===== config.mk =====
export PLATFORM = sky130hd
export DESIGN_NAME = morse_text_transcoder_core
export DESIGN_NICKNAME = d
export VERILOG_FILES = /design/src/sv/mtt_pkg.sv /design/src/sv/morse_text_transcoder_core.sv /design/src/sv/mtt_decode.sv /design/src/sv/mtt_emit.sv
export SDC_FILE = /design/constraint.sdc
export NUM_CORES = 1
export LEC_CHECK = 0
export BUFFER_PORTS_ARGS = -buffer_cell sky130_fd_sc_hd__buf_2
export CORE_AREA = 2 2 115 117
export CTS_CLUSTER_SIZE = 28
export DETAILED_ROUTE_END_ITERATION = 8
export DIE_AREA = 0 0 117 119
export GPL_TIMING_DRIVEN = 0
export SYNTH_ARGS = -nofsm -noshare
export SYNTH_HDL_FRONTEND = slang
export SYNTH_SLANG_ARGS = --single-unit

===== constraint.sdc =====
create_clock -name aclk -period 5.8 [get_ports aclk]
set_input_delay 0.87 -clock aclk [delete_from_list [all_inputs] [get_ports aclk]]
set_output_delay 0.87 -clock aclk [all_outputs]
set_load 0.02 [all_outputs]

===== src/sv/mtt_pkg.sv =====
// shared types, morse code tables and helper functions for the text transcoder
`default_nettype none

package mtt_pkg;

    localparam int CODE_COUNT  = 36;
    localparam int MAX_RESULTS = 6;

    localparam logic [7:0] CHAR_NUL   = 8'h00;
    localparam logic [7:0] CHAR_LF    = 8'h0A;
    localparam logic [7:0] CHAR_CR    = 8'h0D;
    localparam logic [7:0] CHAR_SPACE = 8'h20;
    localparam logic [7:0] CHAR_DASH  = 8'h2D;
    localparam logic [7:0] CHAR_DOT   = 8'h2E;
    localparam logic [7:0] CHAR_ZERO  = 8'h30;
    localparam logic [7:0] CHAR_ONE   = 8'h31;
    localparam logic [7:0] CHAR_NINE  = 8'h39;
    localparam logic [7:0] CHAR_QUEST = 8'h3F;
    localparam logic [7:0] CHAR_UA    = 8'h41;
    localparam logic [7:0] CHAR_UZ    = 8'h5A;
    localparam logic [7:0] CHAR_LA    = 8'h61;
    localparam logic [7:0] CHAR_LZ    = 8'h7A;
    localparam logic [7:0] CASE_DIFF  = 8'h20;

    localparam logic [5:0] IDX_DIGIT1 = 6'd26;
    localparam logic [5:0] IDX_DIGIT0 = 6'd35;

    // a..z, then 1..9, then 0; bit i of the pattern set means symbol i is a dash
    localparam logic [2:0] CODE_LEN [CODE_COUNT] = '{
        3'd2, 3'd4, 3'd4, 3'd3, 3'd1, 3'd4, 3'd3, 3'd4, 3'd2, 3'd4, 3'd3, 3'd4, 3'd2,
        3'd2, 3'd3, 3'd4, 3'd4, 3'd3, 3'd3, 3'd1, 3'd3, 3'd4, 3'd3, 3'd4, 3'd4, 3'd4,
        3'd5, 3'd5, 3'd5, 3'd5, 3'd5, 3'd5, 3'd5, 3'd5, 3'd5, 3'd5
    };

    localparam logic [4:0] CODE_BITS [CODE_COUNT] = '{
        5'd2, 5'd1, 5'd5, 5'd1, 5'd0, 5'd4, 5'd3, 5'd0, 5'd0, 5'd14, 5'd5, 5'd2, 5'd3,
        5'd1, 5'd7, 5'd6, 5'd11, 5'd2, 5'd0, 5'd1, 5'd4, 5'd8, 5'd6, 5'd9, 5'd13, 5'd3,
        5'd30, 5'd28, 5'd24, 5'd16, 5'd0, 5'd1, 5'd3, 5'd7, 5'd15, 5'd31
    };

    // results produced by one input byte, entry 0 goes out first
    typedef struct packed {
        logic [2:0]                   count;
        logic                         eom;
        logic [MAX_RESULTS-1:0][7:0]  chars;
    } mtt_job_t;

    function automatic logic [7:0] code_char(input int i);
        logic [7:0] ch;
        if (i < 26) begin
            ch = 8'(int'(CHAR_UA) + i);
        end else if (i < 35) begin
            ch = 8'(int'(CHAR_ONE) + i - 26);
        end else begin
            ch = CHAR_ZERO;
        end
        return ch;
    endfunction

    function automatic logic [7:0] decode_store(input logic [2:0] cnt, input logic [6:0] bits);
        logic [7:0] ch;
        ch = CHAR_QUEST;
        for (int i = 0; i < CODE_COUNT; i++) begin
            if (CODE_LEN[i] == cnt && {2'b00, CODE_BITS[i]} == bits) begin
                ch = code_char(i);
            end
        end
        return ch;
    endfunction

endpackage

`default_nettype wire


===== src/sv/morse_text_transcoder_core.sv =====
// top level of the morse text transcoder: byte decoder feeding the result queue
// latency: the first result of a byte is valid the cycle after the byte transfer
// throughput: a byte's results (up to 6 for a digit) go out one per cycle while m_ready
// is high; the input takes the next byte with the last transfer, or stays ready after no result
// reset: clears the symbol store, the message length and any queued results
`default_nettype none

module morse_text_transcoder_core #(
    parameter int MESSAGE_CAPACITY = 256,
    parameter int MAX_SYMBOLS      = 7
) (
    input  wire logic        aclk,
    input  wire logic        aresetn,
    input  wire logic        s_valid,
    output logic             s_ready,
    input  wire logic [7:0]  s_in_byte,
    output logic             m_valid,
    input  wire logic        m_ready,
    output logic [7:0]       m_out_char,
    output logic             m_end_of_message,
    output logic             m_last
);
    import mtt_pkg::*;

    mtt_job_t job;
    logic     accept;

    assign accept = s_valid && s_ready;

    mtt_decode #(
        .MESSAGE_CAPACITY (MESSAGE_CAPACITY),
        .MAX_SYMBOLS      (MAX_SYMBOLS)
    ) u_decode (
        .aclk    (aclk),
        .aresetn (aresetn),
        .accept  (accept),
        .in_byte (s_in_byte),
        .job     (job)
    );

    mtt_emit u_emit (
        .aclk             (aclk),
        .aresetn          (aresetn),
        .load             (accept),
        .job              (job),
        .load_ready       (s_ready),
        .m_valid          (m_valid),
        .m_ready          (m_ready),
        .m_out_char       (m_out_char),
        .m_end_of_message (m_end_of_message),
        .m_last           (m_last)
    );

endmodule

`default_nettype wire


===== src/sv/mtt_decode.sv =====
// byte decoder: symbol store, message length and the result list for each byte
`default_nettype none

module mtt_decode #(
    parameter int MESSAGE_CAPACITY = 256,
    parameter int MAX_SYMBOLS      = 7
) (
    input  wire logic             aclk,
    input  wire logic             aresetn,
    input  wire logic             accept,
    input  wire logic [7:0]       in_byte,
    output mtt_pkg::mtt_job_t     job
);
    import mtt_pkg::*;

    localparam int LEN_W = $clog2(MESSAGE_CAPACITY);

    logic [6:0]       sym_bits_reg, sym_bits_next;
    logic [2:0]       sym_count_reg, sym_count_next;
    logic [LEN_W-1:0] msg_len_reg, msg_len_next;

    logic [7:0]       up_char;
    logic [5:0]       idx;
    logic             is_code;
    logic [2:0]       len;
    logic [MAX_RESULTS-1:0] pat;
    logic [LEN_W:0]   len_sum;
    logic             sep_room;
    logic             code_room;
    logic [7:0]       sep_char;

    always_comb begin
        up_char = in_byte;
        if (in_byte >= CHAR_LA && in_byte <= CHAR_LZ) begin
            up_char = in_byte - CASE_DIFF;
        end
        is_code = 1'b1;
        idx     = '0;
        if (up_char >= CHAR_UA && up_char <= CHAR_UZ) begin
            idx = 6'(up_char - CHAR_UA);
        end else if (up_char >= CHAR_ONE && up_char <= CHAR_NINE) begin
            idx = IDX_DIGIT1 + 6'(up_char - CHAR_ONE);
        end else if (up_char == CHAR_ZERO) begin
            idx = IDX_DIGIT0;
        end else begin
            is_code = 1'b0;
        end
        len       = CODE_LEN[idx];
        pat       = {1'b0, CODE_BITS[idx]};
        len_sum   = {1'b0, msg_len_reg} + (LEN_W+1)'(len) + (LEN_W+1)'(1);
        code_room = len_sum < (LEN_W+1)'(MESSAGE_CAPACITY);
        sep_room  = {1'b0, msg_len_reg} < (LEN_W+1)'(MESSAGE_CAPACITY - 1);
        sep_char  = (sym_count_reg != 3'd0) ? decode_store(sym_count_reg, sym_bits_reg)
                                            : CHAR_SPACE;
    end

    always_comb begin
        sym_bits_next  = sym_bits_reg;
        sym_count_next = sym_count_reg;
        msg_len_next   = msg_len_reg;
        job.count      = 3'd0;
        job.eom        = 1'b0;
        job.chars      = '0;
        if (in_byte == CHAR_DOT || in_byte == CHAR_DASH) begin
            if (sym_count_reg < 3'(MAX_SYMBOLS)) begin
                if (in_byte == CHAR_DASH) begin
                    sym_bits_next = sym_bits_reg | (7'd1 << sym_count_reg);
                end
                sym_count_next = sym_count_reg + 3'd1;
            end
        end else if (in_byte == CHAR_SPACE) begin
            sym_bits_next  = '0;
            sym_count_next = 3'd0;
            if (sep_room) begin
                job.count    = 3'd1;
                job.chars[0] = sep_char;
                msg_len_next = msg_len_reg + LEN_W'(1);
            end
        end else if (in_byte == CHAR_LF || in_byte == CHAR_CR) begin
            sym_bits_next  = '0;
            sym_count_next = 3'd0;
            msg_len_next   = '0;
            job.eom        = 1'b1;
            if (sym_count_reg != 3'd0 && sep_room) begin
                job.count    = 3'd2;
                job.chars[0] = sep_char;
                job.chars[1] = CHAR_NUL;
            end else begin
                job.count    = 3'd1;
                job.chars[0] = CHAR_NUL;
            end
        end else if (is_code && code_room) begin
            job.count    = len + 3'd1;
            msg_len_next = LEN_W'(len_sum);
            for (int j = 0; j < MAX_RESULTS; j++) begin
                if (3'(j) < len) begin
                    job.chars[j] = pat[j] ? CHAR_DASH : CHAR_DOT;
                end else if (3'(j) == len) begin
                    job.chars[j] = CHAR_SPACE;
                end
            end
        end
    end

    always_ff @(posedge aclk) begin
        if (!aresetn) begin
            sym_bits_reg  <= '0;
            sym_count_reg <= '0;
            msg_len_reg   <= '0;
        end else if (accept) begin
            sym_bits_reg  <= sym_bits_next;
            sym_count_reg <= sym_count_next;
            msg_len_reg   <= msg_len_next;
        end
    end

    // store never holds more symbols than allowed, and unused bits stay clear
    a_count_max: assert property (@(posedge aclk) disable iff (!aresetn)
        sym_count_reg <= 3'(MAX_SYMBOLS))
        else $error("symbol count above limit");

    a_bits_clean: assert property (@(posedge aclk) disable iff (!aresetn)
        (sym_bits_reg >> sym_count_reg) == 7'd0)
        else $error("symbol bits set above count");

    a_len_max: assert property (@(posedge aclk) disable iff (!aresetn)
        {1'b0, msg_len_reg} < (LEN_W+1)'(MESSAGE_CAPACITY))
        else $error("message length beyond capacity");

endmodule

`default_nettype wire


===== src/sv/mtt_emit.sv =====
// result queue: holds one byte's results and sends them one per cycle while m_ready is high
`default_nettype none

module mtt_emit (
    input  wire logic              aclk,
    input  wire logic              aresetn,
    input  wire logic              load,
    input  wire mtt_pkg::mtt_job_t job,
    output logic                   load_ready,
    output logic                   m_valid,
    input  wire logic              m_ready,
    output logic [7:0]             m_out_char,
    output logic                   m_end_of_message,
    output logic                   m_last
);
    import mtt_pkg::*;

    logic [2:0]                  count_reg, count_next;
    logic                        eom_reg, eom_next;
    logic [MAX_RESULTS-1:0][7:0] chars_reg, chars_next;
    logic                        xfer;

    assign m_valid          = count_reg != 3'd0;
    assign m_last           = count_reg == 3'd1;
    assign m_out_char       = chars_reg[0];
    assign m_end_of_message = eom_reg && m_last;
    assign xfer             = m_valid && m_ready;
    assign load_ready       = !m_valid || (m_last && m_ready);

    always_comb begin
        count_next = count_reg;
        eom_next   = eom_reg;
        chars_next = chars_reg;
        if (load) begin
            count_next = job.count;
            eom_next   = job.eom;
            chars_next = job.chars;
        end else if (xfer) begin
            count_next = count_reg - 3'd1;
            chars_next = {8'h00, chars_reg[MAX_RESULTS-1:1]};
        end
    end

    always_ff @(posedge aclk) begin
        if (!aresetn) begin
            count_reg <= '0;
            eom_reg   <= 1'b0;
        end else begin
            count_reg <= count_next;
            eom_reg   <= eom_next;
        end
    end

    always_ff @(posedge aclk) begin
        chars_reg <= chars_next;
    end

    a_count_max: assert property (@(posedge aclk) disable iff (!aresetn)
        count_reg <= 3'(MAX_RESULTS))
        else $error("result count above limit");

    a_eom_char: assert property (@(posedge aclk) disable iff (!aresetn)
        m_valid && m_end_of_message |-> m_out_char == CHAR_NUL)
        else $error("end marker carries a character");

    a_load_drained: assert property (@(posedge aclk) disable iff (!aresetn)
        load && m_valid |-> m_last && m_ready)
        else $error("new byte loaded over pending results");

endmodule

`default_nettype wire

==> summary.md, run 1 <==
The run finished with clean final reports. The core utilization of the finished layout is 42.6%. For the normalized max-slew margin, the log shows 50.6%. The number of nets handed over by synthesis was 608. The wire length of the first global-routing pass is 21.0 mm, and the final weighted congestion in routability-driven placement is 0.918. The register bit total from synthesis works out to 47.

Buffers inserted during clock tree synthesis total 5. The number of antenna diodes in the final layout is 0. The run gives 0 as the final number of max-transition violations. The mux contribution to synthesized area was 1.84%. Fraction of the yosys area taken by sequential cells: 26.5%. The maximum clock rate is 177 MHz, and the count of maximum capacitance violations is 0. In this run the worst hold path is classified as flip-flop to flip-flop. Clock tree synthesis selected as its root buffer the cell clkbuf_16. After synthesis, the largest family of logic cells by area is compound AO/OA/AOI/OAI gates.

The area share of and/or/nand/nor cells after synthesis is 24.1%. The effective utilization at floorplan is 34.9%, and the wire length per cell after detailed routing is 16.3 um. For the initial antenna violation count, the log shows 0.

The logs give 83 for the distinct cell type count after synthesis and 0.00688 ns for the worst setup skew after layout. Total congestion overflow: 0. The synthesized netlist devotes 31.2% of its cell area to compound gates. The clock transition at the registers of the reported paths was 0.07 ns; the required time of the critical path was 5.84 ns.

The adder-cell area share of the yosys netlist was 8.51%; the number of DRC violations after detailed routing was 0. The number of synthesized flops with an enable pin works out to 25. The category of the worst setup path capture point was a flip-flop.

The critical path contains buffers and inverters numbering 6 combined. Across the VDD grid, the largest voltage drop is 123 uV. The die is 119 um tall. After the last flow step, the layout net total stands at 666. The run gives 0 as the setup violation total in the final timing report. The actual slew at the worst max-slew pin was 0.736 ns; the parity-gate share of the synthesized area counting xor and xnor cells was 1.36%. In this run the remaining antenna-violating nets after routing total 0. The number of flip-flops under the largest register name was 18. The worst setup path is launched from a primary input.

Buffers placed on the I/O ports in this run total 21. CTS saw 47 sinks. The post-synthesis instance total is 566, and the overall die width is 117 um. For the worst hold slack across all endpoints, the log shows 0.476 ns. The completed layout was analyzed and its total power is 1.42 mW. The via count of the first global-routing pass is 4292.

After detailed routing, the total wire length is 13.1 mm. Along the worst hold path, the cell count comes to 2. Summing every instance area after synthesis gives 0.00450 sq mm. The H-tree was split into 2 levels. For this run, asynchronously set or reset flops after synthesis account for 0%. The critical path is of the primary input to flip-flop type.

The worst register-to-register path has a depth of 8. In this run, the number of DRC markers left after iteration 0 of detailed routing was 490. Along the worst path, the maximum fanout reaches 11. The arrival time reported for the critical path endpoint came out at 5.68 ns.

For the static leakage, the log shows 2.13 nW. Dividing the detail-routed via count by the number of cells gives 5.78. For the final-layout fill cell count, the log shows 1295. For this run, the leading register cell type out of synthesis is edfxtp_1. For this design the top-level I/O count stands at 24. For this design the ratio of total power to cell area is 259 mW/mm^2. Entering global routing, the biggest net connects 31 pins. The cell row count is 42, and the number of buffers inserted by hold repair at cts is 0. The floorplan step defined a core boundary enclosing 0.0129 sq mm. Summing all placed instances gives a cell area of 0.00487 sq mm. Yosys warning count: 0.

The floorplan step defined a die boundary enclosing 0.0139 sq mm. Count of endpoints failing hold in the final timing report: 0. In the final layout, the share of cells above drive strength 1 is 21.0%. Clock latency on the worst-skew pair, taken at its later pin, is 0.29 ns. For the worst setup slack for register-to-register paths, the log shows 2.59 ns.

The tools report the setup TNS after final layout as 0 ns. Across all layers, the routed design uses 4629 vias. TritonCTS built the clock tree. The logs give 5 for the detailed-router iteration count before antenna repair and 0.00548 sq mm for the post-route cell area.

Dominant delay contributor by cell family on the critical path: compound AO/OA/AOI/OAI gates. The cell with the largest stage delay on the worst path is fa_2. Detailed placement finished with a half-perimeter wire length of 9.37 mm. Counting along the longest clock path gives a buffer depth of 2. The final clock period utilization by the worst path was 97.3%; the post-layout minimum cycle time was 5.64 ns.

In this design, the stage delay of the slowest critical-path cell is 0.38 ns. The logic depth of the worst setup path including buffers is 26, and the mean cell area of the mapped netlist is 7.95 sq um. In the global route stage, overall resource usage came out at 18.6%. Synthesis-to-layout area growth: 21.8%.
## worst register-to-register path: cells and delay by family (launching register included)
kind | cells | cell delay [ns]
flops | 1 | 0.36
compound gates | 3 | 0.68
simple gates | 5 | 1.91
## repair_timing
action | in CTS | in global routing
pin swaps | 14 | 15
endpoints found under the setup margin | 34 | 28
resized for setup | 30 | 20
setup buffers | 25 | 7
## path summary, 6_finish.rpt
check / startpoint / to
worst max-delay path: s_in_byte[1] / u_emit.chars_reg[37]$_DFFE_PP_
worst min-delay path: u_emit.eom_reg$_SDFFE_PN0P_ / u_emit.eom_reg$_SDFFE_PN0P_
worst max register to register: u_decode.sym_bits_reg[4]$_SDFFE_PN0P_ / u_emit.m_out_char[5]$_DFFE_PP_
worst min register to register: u_emit.eom_reg$_SDFFE_PN0P_ / u_emit.eom_reg$_SDFFE_PN0P_
## metrics by stage
step	worst slack, ns	cells
after floorplan	0.00390	566
after global placement	-1.19	763
after detailed placement	-1.23	763
after CTS	0.000146	795
after global routing	-0.0271	801
final	0.158	801
## synthesized netlist by cell type, drive strengths merged, types with 12 or more instances
cell	n	share of area, %
a21oi	45	5.3
buf	14	2.0
clkbuf	22	1.9
a211oi	13	2.4
edfxtp	25	17
and3	12	1.7
nor2	53	4.4
a31oi	13	2.3
dfxtp	22	9.8
o21ai	32	3.6
nand3	20	2.3
ha	29	8.1
and2	16	2.2
nor3	14	1.6
nand2	61	5.1
inv	30	2.5
## placed cells by master (no fill, tap or decap), types with 5 or more instances in the layout
| master | count |
|---|---|
| nor3_1 | 14 |
| a21o_1 | 7 |
| o21ai_0 | 27 |
| inv_2 | 5 |
| a21oi_1 | 41 |
| xor2_1 | 5 |
| buf_4 | 39 |
| nand3_1 | 19 |
| buf_2 | 20 |
| a211oi_1 | 10 |
| and3_1 | 12 |
| mux2i_1 | 5 |
| clkbuf_16 | 5 |
| dfxtp_1 | 22 |
| nand2_1 | 60 |
| nor2_1 | 51 |
| ha_1 | 24 |
| a31oi_1 | 11 |
| inv_1 | 25 |
| nand4_1 | 5 |
| a22o_1 | 5 |
| edfxtp_1 | 25 |
| o211ai_1 | 9 |
| and2_1 | 12 |
| clkbuf_1 | 18 |
## report_power, final
| group | internal [mW] | leakage (nW) | total, mW | switching, mW |
|---|---|---|---|---|
| clock | 0.206 | 0.0844 | 0.338 | 0.132 |
| sequential | 0.485 | 0.432 | 0.519 | 0.0334 |
| combinational | 0.235 | 1.61 | 0.564 | 0.329 |
| total | 0.926 | 2.13 | 1.42 | 0.494 |
## kinds of logic after synthesis
| logic type | count (synthesis) |
|---|---|
| muxes | 8 |
| AOI/OAI and AO/OA | 190 |
| other | 1 |
| xor gates and xnor gates | 7 |
| and+or+nand+nor | 217 |
| buffers and inverters | 66 |
| DFF | 47 |
| adders and majority gates | 30 |
## per-layer routing
metal  vias up  GRT usage, %  wire length (um)  part of all wire (%)
met5         -             0                 0                     0
met4         0          4.56               194                   1.5
met3        20          2.70               722                   5.5
met2       184          30.8              6290                    48
met1      2183          25.4              5870                    45
li1       2242             -                 -                     -
## cell type report
cell class | instances | area (sq um) | share of cell area (%)
Clock buffer | 5 | 125 | 2.28
Sequential cell | 47 | 1190 | 21.7
Inverter | 30 | 113 | 2.06
Tap cell | 176 | 220 | 4.02
Multi-Input combinational cell | 453 | 3240 | 59.1
Timing Repair Buffer | 52 | 350 | 6.39
Clock inverter | 3 | 47.5 | 0.868
Buffer | 35 | 191 | 3.49
Note: power is estimated with default switching activity, not from simulation.
==> run 2: changes to the inputs <==
==> constraint.sdc (replaced) <==
create_clock -name aclk -period 5.8 [get_ports aclk]
set_input_delay 0.29 -clock aclk [delete_from_list [all_inputs] [get_ports aclk]]
set_output_delay 0.29 -clock aclk [all_outputs]
set_load 0.02 [all_outputs]
==> summary.md, run 2 (synthesis results as in run 1) <==
The flow ran to the end, and the final reports show no timing, DRC or antenna violations. The worst setup path is launched from a primary input. The commonest non-fill, non-tap cell in the layout is nand2_1. The die is 119 um tall.

The endpoint of the worst register-to-register path was u_emit.m_out_char[0]$_DFFE_PP_. Based on the critical path, the design can be clocked at up to 182 MHz. In this design, the critical path's most frequently occurring cell is and2_4. The final number of max-transition violations is 0, and the required time of the critical path is 5.97 ns. The depth of the worst register-to-register path works out to 9.

The H-tree generated during clock tree synthesis spans 2 levels. Initial antenna violation count: 0. After detailed routing, the average wire length per cell comes to 16.0 um. The half-perimeter wire length of the detailed placement result is 9.47 mm. For this run, the slowest stage of the critical path takes 0.43 ns.

The core utilization of the finished layout came out at 40.5%. The die is 117 um wide. The tools report the number of inserted diodes as 0. The startpoint identified for the worst hold timing path is aresetn.

The tools report the destination of the worst hold path as u_emit.count_reg[0]$_SDFFE_PN0P_. Measured against its own limit, the worst slew margin works out to 43.5%. The global routing met2 resource utilization was 29.4%; the number of standard cells in the layout, taps in and fillers out was 782.

For the setup violation total in the final timing report, the log shows 0. For the final routed database, the setup TNS stands at 0 ns. The layout net count was 647; the maximum root-to-sink buffer count was 2. The worst setup slack for register-to-register paths is 2.54 ns, and the count of maximum capacitance violations is 0. The tree built by TritonCTS fans out to 47 sinks. The final setup slack of the worst path was 0.291 ns.

The post-layout minimum cycle time was 5.51 ns; the worst supply voltage drop on vdd was 145 uV. The final clock period utilization by the worst path is 95.0%. For the final weighted congestion in routability-driven placement, the log shows 0.929.

For the count of endpoints failing hold in the final timing report, the log shows 0. Setup repair after global routing left no endpoint under its margin. The fraction of final layout cells sized beyond drive strength 1 came out at 16.0%.

The critical path start-end classification was primary input to flip-flop. Count of buffers inserted at the top-level ports: 21. For this block, the initial DRC count from the detailed router was 472. The top fanout value on the critical path is 9. Arrival time reported for the critical path endpoint: 5.67 ns.

The area of the core is 0.0129 sq mm. The post-route cell area is 0.00522 sq mm, and the total design power is 1.42 mW. The logs give 25.4% for the met1 capacity usage during global routing and 0.00577 ns for the worst setup skew after layout. The number of ports placed on the die boundary was 24; the clock buffer count from CTS was 5. The slowest stage of the critical path belongs to the cell nor4b_4. Summed over all layers, the routed wires come to 12.5 mm. The worst hold path passes through 3 cells. The register with the most flip-flops in the layout has 18 of them. On the final layout, the worst hold slack is 0.298 ns. After clock tree synthesis, the clock-pin slew on the worst setup and hold paths is 0.07 ns.

Cell area reported after detailed placement: 0.00482 sq mm. The cell sitting at the root of the clock tree is a clkbuf_16. Worst flop-to-flop path startpoint: u_decode.sym_bits_reg[4]$_SDFFE_PN0P_.

In this run the most used layer during global routing was met2. The number of DRC violations after detailed routing was 0; the per-cell via count in the routed design was 5.86. Across every metal layer, demand over resource in global routing totals 18.2%.

TritonCTS built the clock tree. For this configuration, the core starts out at a cell density of 34.9%. In the layout the commonest cells are 61 x nand2_1, 53 x nor2_1, 41 x a21oi_1. Row generation in the floorplan step produced 42 rows. The tools report the source-to-sink clock delay at the later pin of the worst-skew pair as 0.29 ns. The actual slew at the worst max-slew pin works out to 0.839 ns. Worst setup timing slack at the placement stage: -1.04 ns. The global-route met3 utilization came out at 2.09%.

For this run the aggregate overflow at the end of global routing stands at 0. The maximum number of pins on one net before global-route repair is 31. The tools report the area of the die as 0.0139 sq mm.

The first global-routing pass estimated 20.7 mm of wire. Before antenna repair, the detailed router went through 5 iterations. The tightest min-delay check is of the primary input to flip-flop type. The tools report the total vias in the final route as 4579.

The analysis attributes to cell leakage a power of 2.04 nW. In this run, placement finished with an instance count of 763. The detail route stage leaves a number of antenna-violating nets equal to 0. In this run the power density over the cells is 272 mW/mm^2.

The tools report the via count of the first global-routing pass as 4240. STA classifies the critical path endpoint as a flip-flop. From synthesis to final layout, the design area changed by 16.0%.
==> run 2: where the power goes <==
| part | switching (mW) | internal [mW] |
|---|---|---|
| clock network | 0.129 | 0.247 |
| registers | 0.0335 | 0.485 |
| logic | 0.309 | 0.213 |
| total | 0.472 | 0.946 |
==> run 2: worst max-delay path by stage <==
stage                       startpoint                                 end  depth (start not counted)  slack [ns]
final                     s_in_byte[1]      u_emit.chars_reg[19]$_DFFE_PP_                         26        0.29
after global routing      s_in_byte[1]  u_emit.chars_reg[32]$_SDFFCE_PP0P_                         27        0.01
after CTS                 s_in_byte[5]      u_emit.chars_reg[16]$_DFFE_PP_                         25       -0.02
after detailed placement  s_in_byte[1]      u_emit.chars_reg[16]$_DFFE_PP_                         25       -1.04
after global placement    s_in_byte[1]      u_emit.chars_reg[16]$_DFFE_PP_                         25       -0.88
after floorplan           s_in_byte[5]      u_emit.chars_reg[21]$_DFFE_PP_                         24        0.07
==> run 2: per-layer routing <==
layer | up-vias | routed length [um]
met1 | 2197 | 5770
met5 | - | 0
met2 | 164 | 5980
met4 | 0 | 213
met3 | 24 | 528
li1 | 2194 | -
==> run 2: what timing repair did <==
action | 4_1_cts | 5_1_grt
endpoints found under the setup margin | 30 | 24
setup buffers | 4 | 9
hold buffers | 0 | 0
resized for setup | 11 | 19
pin swaps | 2 | 10
==> run 2: final cells by class <==
class | instances | area (sq um)
multi-input combinational | 453 | 3130
clock buffer | 5 | 125
timing repair buffer | 34 | 203
buffer | 34 | 170
sequential | 47 | 1190
inverter | 30 | 113
tap | 176 | 220
fill | 1308 | 7660
clock inverter | 3 | 67.6
==> run 2: critical path, delay by kind of cell <==
family / cells / cell delay (ns)
simple gates: 9 / 1.97
fa+ha+maj: 3 / 0.79
compound gates: 9 / 1.92
buf+inv: 5 / 0.71
==> run 3: changes to the inputs <==
Settings changed: CAP_MARGIN from default to 20, CTS_BUF_LIST from default to sky130_fd_sc_hd__clkbuf_8, PLACE_DENSITY from default to 0.55.
==> summary.md, run 3 (synthesis results as in run 1) <==
The post-layout minimum cycle time was 5.54 ns. The cell family contributing the most delay on the critical path is compound AO/OA/AOI/OAI gates. The worst pin sits at a relative slew slack of 43.3%. The worst setup path is captured at a flip-flop. The initial antenna violation count was 0. The count of nets left with antenna violations once routing finished came out at 0. The first global-routing pass estimated 20.7 mm of wire.

The initial utilization of the core area, before any placement, comes to 34.9%. CTS placed an instance of clkbuf_8 at the clock tree root. The tools report the final number of max-transition violations as 0. After detailed placement, the design holds a cell count of 763. The number of flip-flops under the largest register name works out to 18. The run gives 181 MHz as the maximum clock rate. Hold is met by 0.295 ns.

At the end of the flow the core is filled with cells to 39.8%. The area growth from synthesis to layout is 13.8%. At the end of the flow, the number of nets in the layout was 645. Detailed placement finished with a half-perimeter wire length of 9.41 mm. The library cells used most frequently in the layout, excluding fill and tap cells, are 61 x nand2_1, 53 x nor2_1, 41 x a21oi_1.

Global routing consumed, on the met2 layer, 28.7% of the routing resources. Final-layout fill cell count: 1319. The post-route cell area was 0.00512 sq mm; the internal power consumption was 0.827 mW.

The endpoint of the worst register-to-register path is u_emit.m_out_char[0]$_DFFE_PP_. STA puts the critical path data required time at 5.99 ns. For this block, the initial DRC count from the detailed router was 406. Input and output buffers added on the ports amount to 21. The arrival time reported for the critical path endpoint was 5.73 ns. Type of element launching the critical path: a primary input. In this run, CTS created clock tree buffers numbering 5.

Setup repair after global routing could not meet its margin everywhere. In the final routed layout, each cell accounts on average for 16.3 um. Measured in cells, the most critical reg-to-reg path has a length of 9.

Per-cell via count in the routed design: 5.82. For hold timing, the worst endpoint is u_emit.count_reg[0]$_SDFFE_PN0P_. Clock skew on the completed layout was measured at 0.0185 ns. The total overflow left after global routing is 0. The count of H-tree levels built during CTS was 2; the combinational group share of total power was 40.4%.

Global routing used 2.60% of the available met3 tracks. The top fanout value on the critical path was 9. The total length of routed wires is 12.7 mm, and the cell row count is 42. The clock reaches the later pin of the worst-skew pair after 0.32 ns. The commonest non-fill, non-tap cell in the layout was nand2_1. The largest single stage delay on the critical path is 0.42 ns.

The slowest stage of the critical path is the nor4b_4 cell. In the final layout, the share of cells above drive strength 1 is 15.4%. The clock network is responsible for 19.9% of the overall power. The logs give 2.51 ns for the worst setup slack for register-to-register paths and 1.30 mW for the total design power.

Per report_power, the sequential group accounts for 39.8% of the total. The core region is 0.0129 sq mm. From left edge to right edge, the die measures 117 um.

In this run the power spent charging and discharging nets is 0.470 mW. Launch instance of the worst min-delay path: aresetn. Across the VDD grid, the largest voltage drop is 118 uV.

The worst hold path passes through 3 cells. Setup violations remaining at the end of the flow were counted as 0. The clock drives 47 sinks.

The floorplan step defined a die boundary enclosing 0.0139 sq mm. Once placement finished, the instance area stood at 0.00482 sq mm. Global routing consumed, on the met1 layer, 26.3% of the routing resources. For this design, the CTS-stage hold fixing added 0 buffers. The type of the tightest min-delay check is primary input to flip-flop.

The tools report the via count of the first global-routing pass as 4151. Routability-driven placement finished with a final weighted congestion of 0.951. The tool flagged a number of max-cap violations equal to 0. For this design the ratio of total power to cell area is 253 mW/mm^2.

TritonCTS built the clock tree. After clock tree synthesis, the clock-pin slew on the worst setup and hold paths is 0.11 ns. The global routing stage identified its most utilized layer as met2. Tracing the worst setup path back leads to its startpoint at s_in_byte[1]. The routed layout has 4541 vias.

The maximum number of pins on one net before global-route repair is 31, and the number of DRC violations after detailed routing is 0. The floorplan step set the die height to 119 um. The worst path uses 95.4% of the clock period. The flow ran to the end, and the final reports show no timing, DRC or antenna violations. Counting along the longest clock path gives a buffer depth of 2. The total routing resource utilization after global routing was 18.4%; the detailed-router iteration count before antenna repair was 6. Counting both buffers and inverters, the worst setup path holds a total of 4. The critical path start-end classification was primary input to flip-flop. The tools report the worst flop-to-flop path startpoint as u_decode.sym_bits_reg[4]$_SDFFE_PN0P_. Summed over all cells, the static leakage comes to 1.99 nW. 24 I/O pins were placed. Net switching is 36.2% of the power. The count of endpoints failing hold in the final timing report was 0; the number of standard cells in the layout, taps in and fillers out was 780. The number of inserted diodes came out at 0. For the pin with the worst max-slew slack, the measured transition is 0.843 ns.
run 3: cell count changes in the layout (fill, tap and decap cells not counted), sizes merged:
cell	previous run	this run
inv	30	31
clkinvlp	1	0
bufinv	2	1
clkinv	0	1
buf	47	45
run 3: cell type report:
type                    instances  area [sq um]  share of cell area, %
plain buffers                  34           170                   3.32
clock buffers                   5          68.8                   1.34
clock inverters                 3          47.5                  0.929
inverters                      30           113                   2.20
multi-input cells             453          3120                   61.0
flip-flops and latches         47          1190                   23.3
well taps                     176           220                   4.30
repair buffers                 32           188                   3.67
run 3: how the worst max path moves through the flow:
stage / end / slack [ns] / depth (start not counted)
after floorplan: u_emit.chars_reg[21]$_DFFE_PP_ / 0.07 / 24
after global placement: u_emit.chars_reg[8]$_DFFE_PP_ / -0.91 / 26
after detailed placement: u_emit.chars_reg[8]$_DFFE_PP_ / -1.01 / 26
after CTS: u_emit.chars_reg[8]$_DFFE_PP_ / 0.03 / 24
after global routing: u_emit.chars_reg[16]$_DFFE_PP_ / -0.04 / 26
final: u_emit.chars_reg[16]$_DFFE_PP_ / 0.26 / 25
run 3: routing by layer:
metal | share of wire (%) | vias up
li1 | - | 2198
met1 | 47 | 2144
met2 | 47 | 184
met3 | 5.1 | 15
met4 | 1.4 | 0
met5 | 0 | -
run 3: per-stage QoR:
step / setup TNS, ns / setup slack [ns]
after floorplan: 0 / 0.0691
after CTS: 0 / 0.0307
final: 0 / 0.265
after detailed placement: -19.46 / -1.01
after global placement: -16.72 / -0.912
after global routing: -0.0469 / -0.0390
run 3: worst register-to-register path, stage by stage, from the launching register on:
cell,delay (ns)
dfxtp_1,0.36
nor3_1,0.56
nand2_1,0.31
nor4_1,0.77
o21ai_0,0.20
nand2_1,0.09
o21ai_0,0.09
a21oi_1,0.23
o32ai_1,0.13
a221o_1,0.33
run 3: power groups by stage:
| stage | registers [mW] | logic, mW | clock network [mW] |
|---|---|---|---|
| floorplan | 0.514 | 0.383 | 0 |
| global placement | 0.523 | 0.498 | 0 |
| detailed placement | 0.524 | 0.504 | 0 |
| CTS | 0.517 | 0.512 | 0.263 |
| global route | 0.528 | 0.581 | 0.276 |
| finish | 0.516 | 0.524 | 0.258 |
run 3: repair_timing:
| action | 4_1_cts | 5_1_grt |
|---|---|---|
| setup buffers | 2 | 9 |
| pin swaps | 1 | 5 |
| endpoints found under the setup margin | 28 | 26 |
| gates resized for setup | 10 | 17 |
